==> src/rtl/dbat_pkg.sv <==
`timescale 1ns / 1ps
`default_nettype none

package dbat_pkg;

  // Lexer token kinds; codes above TK_OTHER are folded into TK_OTHER.
  typedef enum logic [4:0] {
    TK_LSQ    = 5'd0,
    TK_RSQ    = 5'd1,
    TK_IDENT  = 5'd2,
    TK_LPAREN = 5'd3,
    TK_RPAREN = 5'd4,
    TK_AT     = 5'd5,
    TK_EQ     = 5'd6,
    TK_COMMA  = 5'd7,
    TK_STRING = 5'd8,
    TK_NUMBER = 5'd9,
    TK_FALSE  = 5'd10,
    TK_TRUE   = 5'd11,
    TK_SLASH  = 5'd12,
    TK_STAR   = 5'd13,
    TK_PLUS   = 5'd14,
    TK_MINUS  = 5'd15,
    TK_OTHER  = 5'd16
  } tok_t;

  typedef enum logic [2:0] {
    ROLE_NONE  = 3'd0,
    ROLE_OPEN  = 3'd1,
    ROLE_NAME  = 3'd2,
    ROLE_PARAM = 3'd3,
    ROLE_CLOSE = 3'd4
  } role_t;

  // Parse position, one-hot.
  typedef enum logic [6:0] {
    POS_SEARCH = 7'b0000001,
    POS_OPEN2  = 7'b0000010,
    POS_NAME   = 7'b0000100,
    POS_AFTER  = 7'b0001000,
    POS_PARAMS = 7'b0010000,
    POS_CLOSE1 = 7'b0100000,
    POS_CLOSE2 = 7'b1000000
  } pos_t;

  typedef struct packed {
    role_t role;
    logic  complete;
    logic  abandoned;
    logic  error;
  } res_t;

endpackage

`default_nettype wire

==> src/rtl/dbat_in_if.sv <==
`timescale 1ns / 1ps
`default_nettype none

interface dbat_in_if;
  logic       valid;
  logic       ready;
  logic [4:0] token_kind;
  logic       stream_start;

  modport source (output valid, output token_kind, output stream_start, input ready);
  modport sink   (input valid, input token_kind, input stream_start, output ready);
endinterface

`default_nettype wire

==> src/rtl/dbat_out_if.sv <==
`timescale 1ns / 1ps
`default_nettype none

interface dbat_out_if;
  logic       valid;
  logic       ready;
  logic [2:0] token_role;
  logic       attr_complete;
  logic       attr_abandoned;
  logic       parse_error;

  modport source (output valid, output token_role, output attr_complete,
                  output attr_abandoned, output parse_error, input ready);
  modport sink   (input valid, input token_role, input attr_complete,
                  input attr_abandoned, input parse_error, output ready);
endinterface

`default_nettype wire

==> src/rtl/double_bracket_attribute_token_parser.sv <==
`timescale 1ns / 1ps
`default_nettype none

// Finds [[name]] and [[name(params)]] attributes in a lexer token stream, one
// token kind per item, and returns one result item per token: its role, and
// flags for a completed attribute, an attribute dropped on a bracket mismatch,
// and a sticky parse error (malformed attribute or parenthesis nesting deeper
// than MAX_NEST). An item with stream_start set restarts the parse and clears
// the error before its token is looked at. Throughput is one item per clock
// while the output queue is not full: the parse position, nesting depth and
// error flag are updated in the cycle an item is accepted, and its result is
// written into a two-entry output queue; with no earlier result waiting, it
// appears on out_ch the cycle after acceptance. in_ch.ready depends only on
// the queue fill: waiting results stall the input only once the queue holds two.
module double_bracket_attribute_token_parser #(
  parameter int MAX_NEST = 15
) (
  input  wire        clk,
  input  wire        rst_n,
  dbat_in_if.sink    in_ch,
  dbat_out_if.source out_ch
);

  localparam int NEST_W = $clog2(MAX_NEST + 1);
  localparam logic [NEST_W-1:0] NEST_MAX = NEST_W'(MAX_NEST);

  // parse state
  dbat_pkg::pos_t    pos_r, pos_nxt;
  logic [NEST_W-1:0] depth_r, depth_nxt;
  logic              err_r, err_nxt;

  // output queue
  dbat_pkg::res_t q_r [2];
  logic           wr_ptr_r, rd_ptr_r;
  logic [1:0]     cnt_r, cnt_nxt;

  dbat_pkg::res_t    res_nxt;
  dbat_pkg::tok_t    tk;
  dbat_pkg::pos_t    pos_b;
  logic [NEST_W-1:0] depth_b, depth_dec;
  logic              err_b;
  logic              fault;
  logic              push, pop;

  assign in_ch.ready = (cnt_r != 2'd2);
  assign push        = in_ch.valid && in_ch.ready;
  assign pop         = out_ch.valid && out_ch.ready;

  // Fold unused codes into "other".
  assign tk = (in_ch.token_kind > dbat_pkg::TK_OTHER) ? dbat_pkg::TK_OTHER
                                                      : dbat_pkg::tok_t'(in_ch.token_kind);

  // Restart applies before the token is parsed.
  assign pos_b     = in_ch.stream_start ? dbat_pkg::POS_SEARCH : pos_r;
  assign depth_b   = in_ch.stream_start ? '0 : depth_r;
  assign err_b     = in_ch.stream_start ? 1'b0 : err_r;
  assign depth_dec = depth_b - NEST_W'(depth_b != '0);

  always_comb begin
    pos_nxt           = pos_b;
    depth_nxt         = depth_b;
    fault             = 1'b0;
    res_nxt.role      = dbat_pkg::ROLE_NONE;
    res_nxt.complete  = 1'b0;
    res_nxt.abandoned = 1'b0;

    if (!err_b) begin
      unique case (pos_b)
        dbat_pkg::POS_OPEN2: begin
          if (tk == dbat_pkg::TK_LSQ) begin
            res_nxt.role = dbat_pkg::ROLE_OPEN;
            pos_nxt      = dbat_pkg::POS_NAME;
          end else begin
            // mismatch: drop partial attribute, token is consumed
            pos_nxt           = dbat_pkg::POS_SEARCH;
            depth_nxt         = '0;
            res_nxt.abandoned = 1'b1;
          end
        end
        dbat_pkg::POS_NAME: begin
          if (tk == dbat_pkg::TK_IDENT) begin
            res_nxt.role = dbat_pkg::ROLE_NAME;
            pos_nxt      = dbat_pkg::POS_AFTER;
          end else begin
            fault = 1'b1;
          end
        end
        dbat_pkg::POS_AFTER: begin
          priority if (tk == dbat_pkg::TK_LPAREN && depth_b < NEST_MAX) begin
            res_nxt.role = dbat_pkg::ROLE_PARAM;
            depth_nxt    = depth_b + NEST_W'(1);
            pos_nxt      = dbat_pkg::POS_PARAMS;
          end else if (tk == dbat_pkg::TK_RSQ) begin
            res_nxt.role = dbat_pkg::ROLE_CLOSE;
            pos_nxt      = dbat_pkg::POS_CLOSE2;
          end else begin
            fault = 1'b1;
          end
        end
        dbat_pkg::POS_PARAMS: begin
          priority if (tk == dbat_pkg::TK_RPAREN) begin
            res_nxt.role = dbat_pkg::ROLE_PARAM;
            depth_nxt    = depth_dec;
            if (depth_dec == '0) begin
              pos_nxt = dbat_pkg::POS_CLOSE1;
            end
          end else if (tk == dbat_pkg::TK_LPAREN) begin
            if (depth_b < NEST_MAX) begin
              res_nxt.role = dbat_pkg::ROLE_PARAM;
              depth_nxt    = depth_b + NEST_W'(1);
            end else begin
              fault = 1'b1;  // nesting overflow
            end
          end else if (tk != dbat_pkg::TK_OTHER) begin
            // brackets inside params count as parameter tokens too
            res_nxt.role = dbat_pkg::ROLE_PARAM;
          end else begin
            fault = 1'b1;
          end
        end
        dbat_pkg::POS_CLOSE1: begin
          if (tk == dbat_pkg::TK_RSQ) begin
            res_nxt.role = dbat_pkg::ROLE_CLOSE;
            pos_nxt      = dbat_pkg::POS_CLOSE2;
          end else begin
            pos_nxt           = dbat_pkg::POS_SEARCH;
            depth_nxt         = '0;
            res_nxt.abandoned = 1'b1;
          end
        end
        dbat_pkg::POS_CLOSE2: begin
          if (tk == dbat_pkg::TK_RSQ) begin
            res_nxt.role     = dbat_pkg::ROLE_CLOSE;
            res_nxt.complete = 1'b1;
            pos_nxt          = dbat_pkg::POS_SEARCH;
            depth_nxt        = '0;
          end else begin
            pos_nxt           = dbat_pkg::POS_SEARCH;
            depth_nxt         = '0;
            res_nxt.abandoned = 1'b1;
          end
        end
        default: begin
          // search for first '[' (also recovers from an illegal code)
          if (tk == dbat_pkg::TK_LSQ) begin
            res_nxt.role = dbat_pkg::ROLE_OPEN;
            pos_nxt      = dbat_pkg::POS_OPEN2;
          end else begin
            pos_nxt = dbat_pkg::POS_SEARCH;
          end
        end
      endcase
    end

    if (fault) begin
      pos_nxt   = dbat_pkg::POS_SEARCH;
      depth_nxt = '0;
    end
    err_nxt       = err_b | fault;
    res_nxt.error = err_nxt;
  end

  always_comb begin
    unique case ({push, pop})
      2'b10:   cnt_nxt = cnt_r + 2'd1;
      2'b01:   cnt_nxt = cnt_r - 2'd1;
      default: cnt_nxt = cnt_r;
    endcase
  end

  always_ff @(posedge clk) begin
    if (!rst_n) begin
      pos_r    <= dbat_pkg::POS_SEARCH;
      depth_r  <= '0;
      err_r    <= 1'b0;
      wr_ptr_r <= 1'b0;
      rd_ptr_r <= 1'b0;
      cnt_r    <= 2'd0;
    end else begin
      if (push) begin
        pos_r    <= pos_nxt;
        depth_r  <= depth_nxt;
        err_r    <= err_nxt;
        wr_ptr_r <= ~wr_ptr_r;
      end
      if (pop) begin
        rd_ptr_r <= ~rd_ptr_r;
      end
      cnt_r <= cnt_nxt;
    end
  end

  // queue payload, no reset
  always_ff @(posedge clk) begin
    if (push) begin
      q_r[wr_ptr_r] <= res_nxt;
    end
  end

  assign out_ch.valid          = (cnt_r != 2'd0);
  assign out_ch.token_role     = q_r[rd_ptr_r].role;
  assign out_ch.attr_complete  = q_r[rd_ptr_r].complete;
  assign out_ch.attr_abandoned = q_r[rd_ptr_r].abandoned;
  assign out_ch.parse_error    = q_r[rd_ptr_r].error;

  // A latched error always leaves the parser parked in search with no depth.
  a_err_parked: assert property (@(posedge clk) disable iff (!rst_n)
    err_r |-> (pos_r == dbat_pkg::POS_SEARCH && depth_r == '0))
    else $error("error latched with live parse state");

  // Open parentheses only exist while inside params.
  a_depth_params: assert property (@(posedge clk) disable iff (!rst_n)
    (depth_r != '0) |-> (pos_r == dbat_pkg::POS_PARAMS && depth_r <= NEST_MAX))
    else $error("nesting depth outside params or above bound");

  // A completed attribute returns the parser to search.
  a_done_search: assert property (@(posedge clk) disable iff (!rst_n)
    (push && res_nxt.complete) |=> (pos_r == dbat_pkg::POS_SEARCH && depth_r == '0))
    else $error("parser not back in search after completion");

  // Queue fill tracks pushes and pops.
  a_queue_fill: assert property (@(posedge clk) disable iff (!rst_n)
    (cnt_r != 2'd3) && ((wr_ptr_r ^ rd_ptr_r) == cnt_r[0]))
    else $error("output queue fill inconsistent with pointers");

endmodule

`default_nettype wire

==> src/flat_wrapper.sv <==
// flat-port wrapper written by rule: the top's interface ports become plain ports
module double_bracket_attribute_token_parser_flat 
#(
  parameter int MAX_NEST = 15
)
  (clk, rst_n, in_ch_valid, in_ch_token_kind, in_ch_stream_start, in_ch_ready, out_ch_valid, out_ch_token_role, out_ch_attr_complete, out_ch_attr_abandoned, out_ch_parse_error, out_ch_ready);
  dbat_in_if in_ch_i ();
  dbat_out_if out_ch_i ();
  input  wire clk;
  input  wire rst_n;
  input wire logic [$bits(in_ch_i.valid)-1:0] in_ch_valid;
  input wire logic [$bits(in_ch_i.token_kind)-1:0] in_ch_token_kind;
  input wire logic [$bits(in_ch_i.stream_start)-1:0] in_ch_stream_start;
  output wire logic [$bits(in_ch_i.ready)-1:0] in_ch_ready;
  output wire logic [$bits(out_ch_i.valid)-1:0] out_ch_valid;
  output wire logic [$bits(out_ch_i.token_role)-1:0] out_ch_token_role;
  output wire logic [$bits(out_ch_i.attr_complete)-1:0] out_ch_attr_complete;
  output wire logic [$bits(out_ch_i.attr_abandoned)-1:0] out_ch_attr_abandoned;
  output wire logic [$bits(out_ch_i.parse_error)-1:0] out_ch_parse_error;
  input wire logic [$bits(out_ch_i.ready)-1:0] out_ch_ready;
  assign in_ch_i.valid = in_ch_valid;
  assign in_ch_i.token_kind = in_ch_token_kind;
  assign in_ch_i.stream_start = in_ch_stream_start;
  assign in_ch_ready = in_ch_i.ready;
  assign out_ch_valid = out_ch_i.valid;
  assign out_ch_token_role = out_ch_i.token_role;
  assign out_ch_attr_complete = out_ch_i.attr_complete;
  assign out_ch_attr_abandoned = out_ch_i.attr_abandoned;
  assign out_ch_parse_error = out_ch_i.parse_error;
  assign out_ch_i.ready = out_ch_ready;
  double_bracket_attribute_token_parser #(.MAX_NEST(MAX_NEST)) u_core (.clk(clk), .rst_n(rst_n), .in_ch(in_ch_i), .out_ch(out_ch_i));
endmodule
==> config.mk <==
export PLATFORM = sky130hd
export DESIGN_NAME = double_bracket_attribute_token_parser_flat
export DESIGN_NICKNAME = d
export VERILOG_FILES = /design/src/rtl/dbat_pkg.sv /design/src/rtl/dbat_in_if.sv /design/src/rtl/dbat_out_if.sv /design/src/rtl/double_bracket_attribute_token_parser.sv /design/src/flat_wrapper.sv
export SDC_FILE = /design/constraint.sdc
export NUM_CORES = 1
export LEC_CHECK = 0
export ABC_CLOCK_PERIOD_IN_PS = 6000
export BUFFER_PORTS_ARGS = -buffer_cell sky130_fd_sc_hd__clkbuf_2
export CORE_ASPECT_RATIO = 1.5
export CORE_UTILIZATION = 60
export DETAILED_ROUTE_END_ITERATION = 7
export GPL_ROUTABILITY_DRIVEN = 0
export PLACE_DENSITY = 0.82
export SLEW_MARGIN = 0
export SYNTH_ARGS = -nofsm -noshare
export SYNTH_HDL_FRONTEND = slang
export SYNTH_SLANG_ARGS = --single-unit
export TNS_END_PERCENT = 10
==> constraint.sdc <==
create_clock -name clk -period 6 [get_ports clk]
set_input_delay 0.3 -clock clk [delete_from_list [all_inputs] [get_ports clk]]
set_output_delay 0.3 -clock clk [all_outputs]
set_load 0.01 [all_outputs]
# Word-level counts from Yosys, hierarchy flattened
# Memory sizes are Yosys's and may differ from the RTL's. A register that Yosys moved wholly into a read port is not among the register bits.
# Cells that the tools add are included.
# word_totals
ff_bits,16
ramBits,12
input_bits,10
wordCells,91
mem_count,1
# op_classes
n_addsub,4
order_cmp,2
n_eq_ne,14
muxes,52
bitwise_logic,3
n_reduce_logical,9
# memory_table
name,depth,width,rd,rd_ports_with_merged_regs,write_ports,line_no,source
u_core.q_r,2,6,1,1,1,double_bracket_attribute_token_parser.sv:33,dbat_pkg::res_t q_r [2];
# op_table
op,count
two-way mux 7 bit,9
case mux 7 bit (6 select lines),1
two-way mux 4 bit,10
case mux 4 bit (5 select lines),1
two-way mux 1 bit,16
two-way mux 3 bit,5
case mux 3 bit (5 select lines),1
equality test 5 x 2 -> 1 bit (second input constant),2
two-way mux 5 bit,2
two-way mux 2 bit,4
equality test 7 x 2 -> 1 bit (second input constant),1
equality test 7 x 3 -> 1 bit (second input constant),1
equality test 7 x 4 -> 1 bit (second input constant),1
equality test 7 x 5 -> 1 bit (second input constant),1
equality test 7 x 6 -> 1 bit (second input constant),1
equality test 7 bit (second input constant),1
equality test 5 x 1 -> 1 bit (second input constant),1
equality test 5 x 3 -> 1 bit (second input constant),1
greater-than comparator 5 bit (second input constant),1
zero test 5 bit,1
inequality test 5 bit (second input constant),1
adder 4 x 1 -> 4 bit (second input constant),1
zero test 4 bit,1
less-than comparator 4 bit (second input constant),1
15 further kinds,19

# Logic depth before layout (Yosys ltp)
# depth
word_depth,9
depth_mapped,12
ltp_nobuf,11

# Worst setup path before layout
# No wires, ideal clock.
# synth_timing
path_kind,input port to flip-flop
start,input in_ch_stream_start
end,register u_core.pos_r[4]
setup_time_ns,0.117
t_arrival_ns,2.539
required_ns,5.883
slack_ns,3.344
path_stages,11
cell_sequence,clkbuf_1 nand2b_1 ha_1 o21ai_0 ha_1 ha_1 nand4_1 or4b_2 a22oi_1 nor2_1 a32o_2
# synth_between
elab_chain_cells,9
word_cells_on_any_way,28
cone_classes,add/sub (1); order compare (1); eq/ne (6); mux (17); reduce/logical (3)
# synth_lines
item,line_no,source
from (decl),flat_wrapper.sv:13,input wire logic [$bits(in_ch_i.stream_start)-1:0] in_ch_stream_start;
two-way mux 4 bit,double_bracket_attribute_token_parser.sv:55,assign depth_b = in_ch.stream_start ? '0 : depth_r;
nonzero test 4 bit,double_bracket_attribute_token_parser.sv:57,assign depth_dec = depth_b - NEST_W'(depth_b != '0);
subtractor 4 x 1 -> 4 bit,double_bracket_attribute_token_parser.sv:57,
zero test 4 bit,double_bracket_attribute_token_parser.sv:104,if (depth_dec == '0) begin
two-way mux 7 bit,double_bracket_attribute_token_parser.sv:104,
two-way mux 7 bit,double_bracket_attribute_token_parser.sv:101,priority if (tk == dbat_pkg::TK_RPAREN) begin
case mux 7 bit (6 select lines),double_bracket_attribute_token_parser.sv:68,unique case (pos_b)
two-way mux 7 bit,double_bracket_attribute_token_parser.sv:67,if (!err_b) begin
two-way mux 7 bit (*),double_bracket_attribute_token_parser.sv:155,if (fault) begin
to (signal assigned),double_bracket_attribute_token_parser.sv:173,pos_r <= dbat_pkg::POS_SEARCH;
to (signal assigned),double_bracket_attribute_token_parser.sv:181,pos_r <= pos_nxt;
to (decl),double_bracket_attribute_token_parser.sv:28,"dbat_pkg::pos_t pos_r, pos_nxt;"
# Mark *: on every way between the ends. The rest lies on a longest branch, timed or not.
# A chain may end at the register's enable or synchronous reset.

# Worst setup path in the final report
# layout_timing
start,register u_core.depth_r[1]
end,register u_core.pos_r[4]
# layout_between
elab_chain_cells,9
word_cells_on_any_way,18
cone_classes,add/sub (1); order compare (1); mux (13); reduce/logical (3)
# layout_lines
item,line_no,source
from (decl),double_bracket_attribute_token_parser.sv:29,"logic [NEST_W-1:0] depth_r, depth_nxt;"
from (signal assigned),double_bracket_attribute_token_parser.sv:182,depth_r <= depth_nxt;
two-way mux 4 bit (*),double_bracket_attribute_token_parser.sv:55,
nonzero test 4 bit,double_bracket_attribute_token_parser.sv:57,
subtractor 4 x 1 -> 4 bit,double_bracket_attribute_token_parser.sv:57,
zero test 4 bit,double_bracket_attribute_token_parser.sv:104,
two-way mux 7 bit,double_bracket_attribute_token_parser.sv:104,
two-way mux 7 bit,double_bracket_attribute_token_parser.sv:101,
case mux 7 bit (6 select lines),double_bracket_attribute_token_parser.sv:68,
two-way mux 7 bit,double_bracket_attribute_token_parser.sv:67,
two-way mux 7 bit (*),double_bracket_attribute_token_parser.sv:155,
# Marked as above.

==> results.json <==
{
  "status": "finished, final reports clean",
  "hold_viol": 0,
  "die_h_um": 71.90,
  "stdcell_count": 279,
  "drive_above_1_share_pct": 18.83,
  "diodes": 0,
  "holdWs_ps": 403.6,
  "grt_remaining_overflow": 0,
  "final_nets": 253,
  "root_buffer": "clkbuf_8",
  "cts.path.max_buffers": 2,
  "via_count": 1792,
  "post-route-period-util_pct": 46.83,
  "synth_area_leader_cell": "edfxtp_1",
  "yosysUniqueCellTypes": 50,
  "hp-class": "primary input to flop",
  "setup_tns_ps": 0,
  "crit_top_cell": "ha_1",
  "cts-resized-gates": 0,
  "skew_ps": 1.210,
  "critPathMaxFanout": 5,
  "synth_seq_cells": 29,
  "synth_top_area_share_pct": 18.44,
  "hpwl_mm": 3.508,
  "rsz0062_at_grt": "false",
  "cts_tree": "done",
  "power_density_nw_per_um2": 268.0,
  "core_um2": 3128,
  "yosys_warnings": 0,
  "synth_ff_type": "dfxtp_1",
  "crit_required_ps": 6180,
  "syn_nets": 237,
  "ys_async_sr_fraction_pct": 0,
  "placed_area_um2": 2052,
  "drt-wirelength-per-cell_um": 16.47,
  "cp_top_family": "simple AND/OR/NAND/NOR gates",
  "syn_avg_cell_area_um2": 8.803,
  "wirelength_mm": 4.595,
  "via_per_inst": 6.423,
  "drc": 0,
  "leakagePower_uw": 0.0007958,
  "clock-sinks": 29,
  "netlist_area_um2": 1954,
  "critical_path_buf_inv_count": 1,
  "placementRows": 25,
  "yosysSeqAreaShare_pct": 35.85,
  "io_pins": 18,
  "dpl.cell_count": 271,
  "grt_pass1_vias": 1794,
  "tightest_slew_ps": 713.1,
  "critPathMaxStageDelay_ps": 600,
  "worst_path_max_delay_cell": "or4b_2",
  "grt_max_degree": 19,
  "gr-usage-all-layers_pct": 29.71,
  "dieWidth_um": 48.60,
  "cts_buffers": 5,
  "drtPass1Iterations": 4,
  "max_freq_mhz": 355.9,
  "setup_violations": 0,
  "end_kind": "flop",
  "syn_to_final_growth_pct": 9.667,
  "worstPathArrival_ps": 2990,
  "fin_crit_ps": 2810,
  "final_cell_area_um2": 2143,
  "grt_pass1_wl_mm": 7.879,
  "crit_chain": "nor2b_1 -> inv_1 -> ha_1 -> o21ai_0 -> ha_1 -> nor3b_1 -> o211a_1 -> or4b_2 -> a22oi_1 -> nor2_1 -> a32o_2",
  "cts_setup_buffers": 0,
  "start_util_pct": 62.48,
  "htreeDepth": 2,
  "synth_edf_count": 12,
  "startpoint_type": "flop",
  "vdd_drop_max_uv": 229.0,
  "ant_nets": 0,
  "drt_iter0_drc": 78,
  "antenna_found_initial": 0,
  "ys_top_cells_by_area": "edfxtp_1 18%, dfxtp_1 17%, mux2_2 4.6%",
  "clk_pin_slew_worst_paths_ps": 60,
  "clk_latency_ps": 280,
  "cts_hold_buf": 0,
  "slew_violations": 0,
  "io_buffers": 17,
  "synth_cells": 222,
  "slew-limit-headroom_pct": 51.79,
  "criticalPathCategory": "flop to flop",
  "maxCapViolCount": 0,
  "dieArea_um2": 3494
}
worst paths after layout:
| path | startpoint | end | slack, ps | cells after the start |
|---|---|---|---|---|
| worst min register to register | u_core.depth_r[0] | u_core.depth_r[0] | 500 | 1 |
| worst max-delay path | u_core.depth_r[1] | u_core.pos_r[4] | 3190 | 11 |
| worst min-delay path | rst_n | u_core.pos_r[0] | 400 | 2 |
| worst max register to register | u_core.depth_r[1] | u_core.pos_r[4] | 3190 | 11 |
report_power, final:
part | switching (µW) | internal [µW]
clock network | 74.0 | 90.6
logic | 81.0 | 72.8
registers | 19.1 | 237
total | 174 | 400
cell usage after synthesis, types with 7 or more instances:
| master | count |
|---|---|
| nor2_1 | 17 |
| mux2_2 | 8 |
| nand3_1 | 8 |
| a21oi_1 | 12 |
| nand2_1 | 16 |
| clkbuf_1 | 7 |
| nand2b_1 | 7 |
| nor2b_1 | 10 |
| dfxtp_1 | 17 |
| o21ai_0 | 14 |
| edfxtp_1 | 12 |
| nor3_1 | 7 |
cell usage in the layout (no fill, tap or decap), drive strengths merged, types with 2 or more instances in the layout:
cell type,count
nand4,2
inv,6
a21o,4
nand2b,7
nor3b,2
clkbuf,23
nand3,8
a21boi,5
or4,3
o211ai,4
and3,6
and2,4
nor4,5
mux2,8
ha,5
o211a,2
or3,4
a22oi,2
nand2,16
xnor2,6
nor3,7
a32o,2
edfxtp,12
a21oi,12
nor4b,2
or2,3
or4b,4
dfxtp,17
clkinv,3
nor2,17
nor2b,10
o21ai,15
through the flow:
| step | util, % | worst slack [ps] | power, µW |
|---|---|---|---|
| after global routing | 68.52 | 3023 | 601.2 |
| final | 68.52 | 3190 | 574.4 |
| after detailed placement | 65.60 | 3079 | 415.3 |
| after floorplan | - | 3344 | 366.7 |
| after global placement | 65.60 | 3202 | 408.2 |
| after CTS | 68.52 | 3205 | 576.9 |
layout make-up:
cell class                 count  area (µm²)
timing repair buffer          17       85.08
clock inverter                 2       8.758
fill                         266       984.7
multi-input combinational    178        1190
tap                           40       50.05
clock buffer                   6       82.58
sequential                    29       700.7
inverter                       7       26.28
logic make-up after synthesis:
kind of cell	count (synthesis)	share of synthesized area [%]
AO/OA/AOI/OAI	56	19.21
XOR/XNOR	7	3.137
adder cells (fa/ha/maj)	5	3.201
buffers and inverters	15	3.265
flip-flops	29	35.85
multiplexers	8	4.610
AND/OR/NAND/NOR	102	30.73
layer usage:
layer  routed length (µm)  share of wire [%]  vias up  track usage (%)
met5                    0                  0        -                0
li1                     -                  -      862                -
met4                  281                6.1        0            25.16
met2                 2435                 53       73            52.93
met1                 1675                 36      833            30.07
met3                  203                4.4       24            4.612
flip-flops by register name, summed over array words and instances (netlist names), named ones only:
register and count:
u_core.wr_ptr_r 1, u_core.pos_r 7, u_core.depth_r 4, u_core.err_r 1, u_core.cnt_r 2, u_core.rd_ptr_r 1, u_core.q_r 12
No activity file was read; power rests on OpenSTA's default activity.
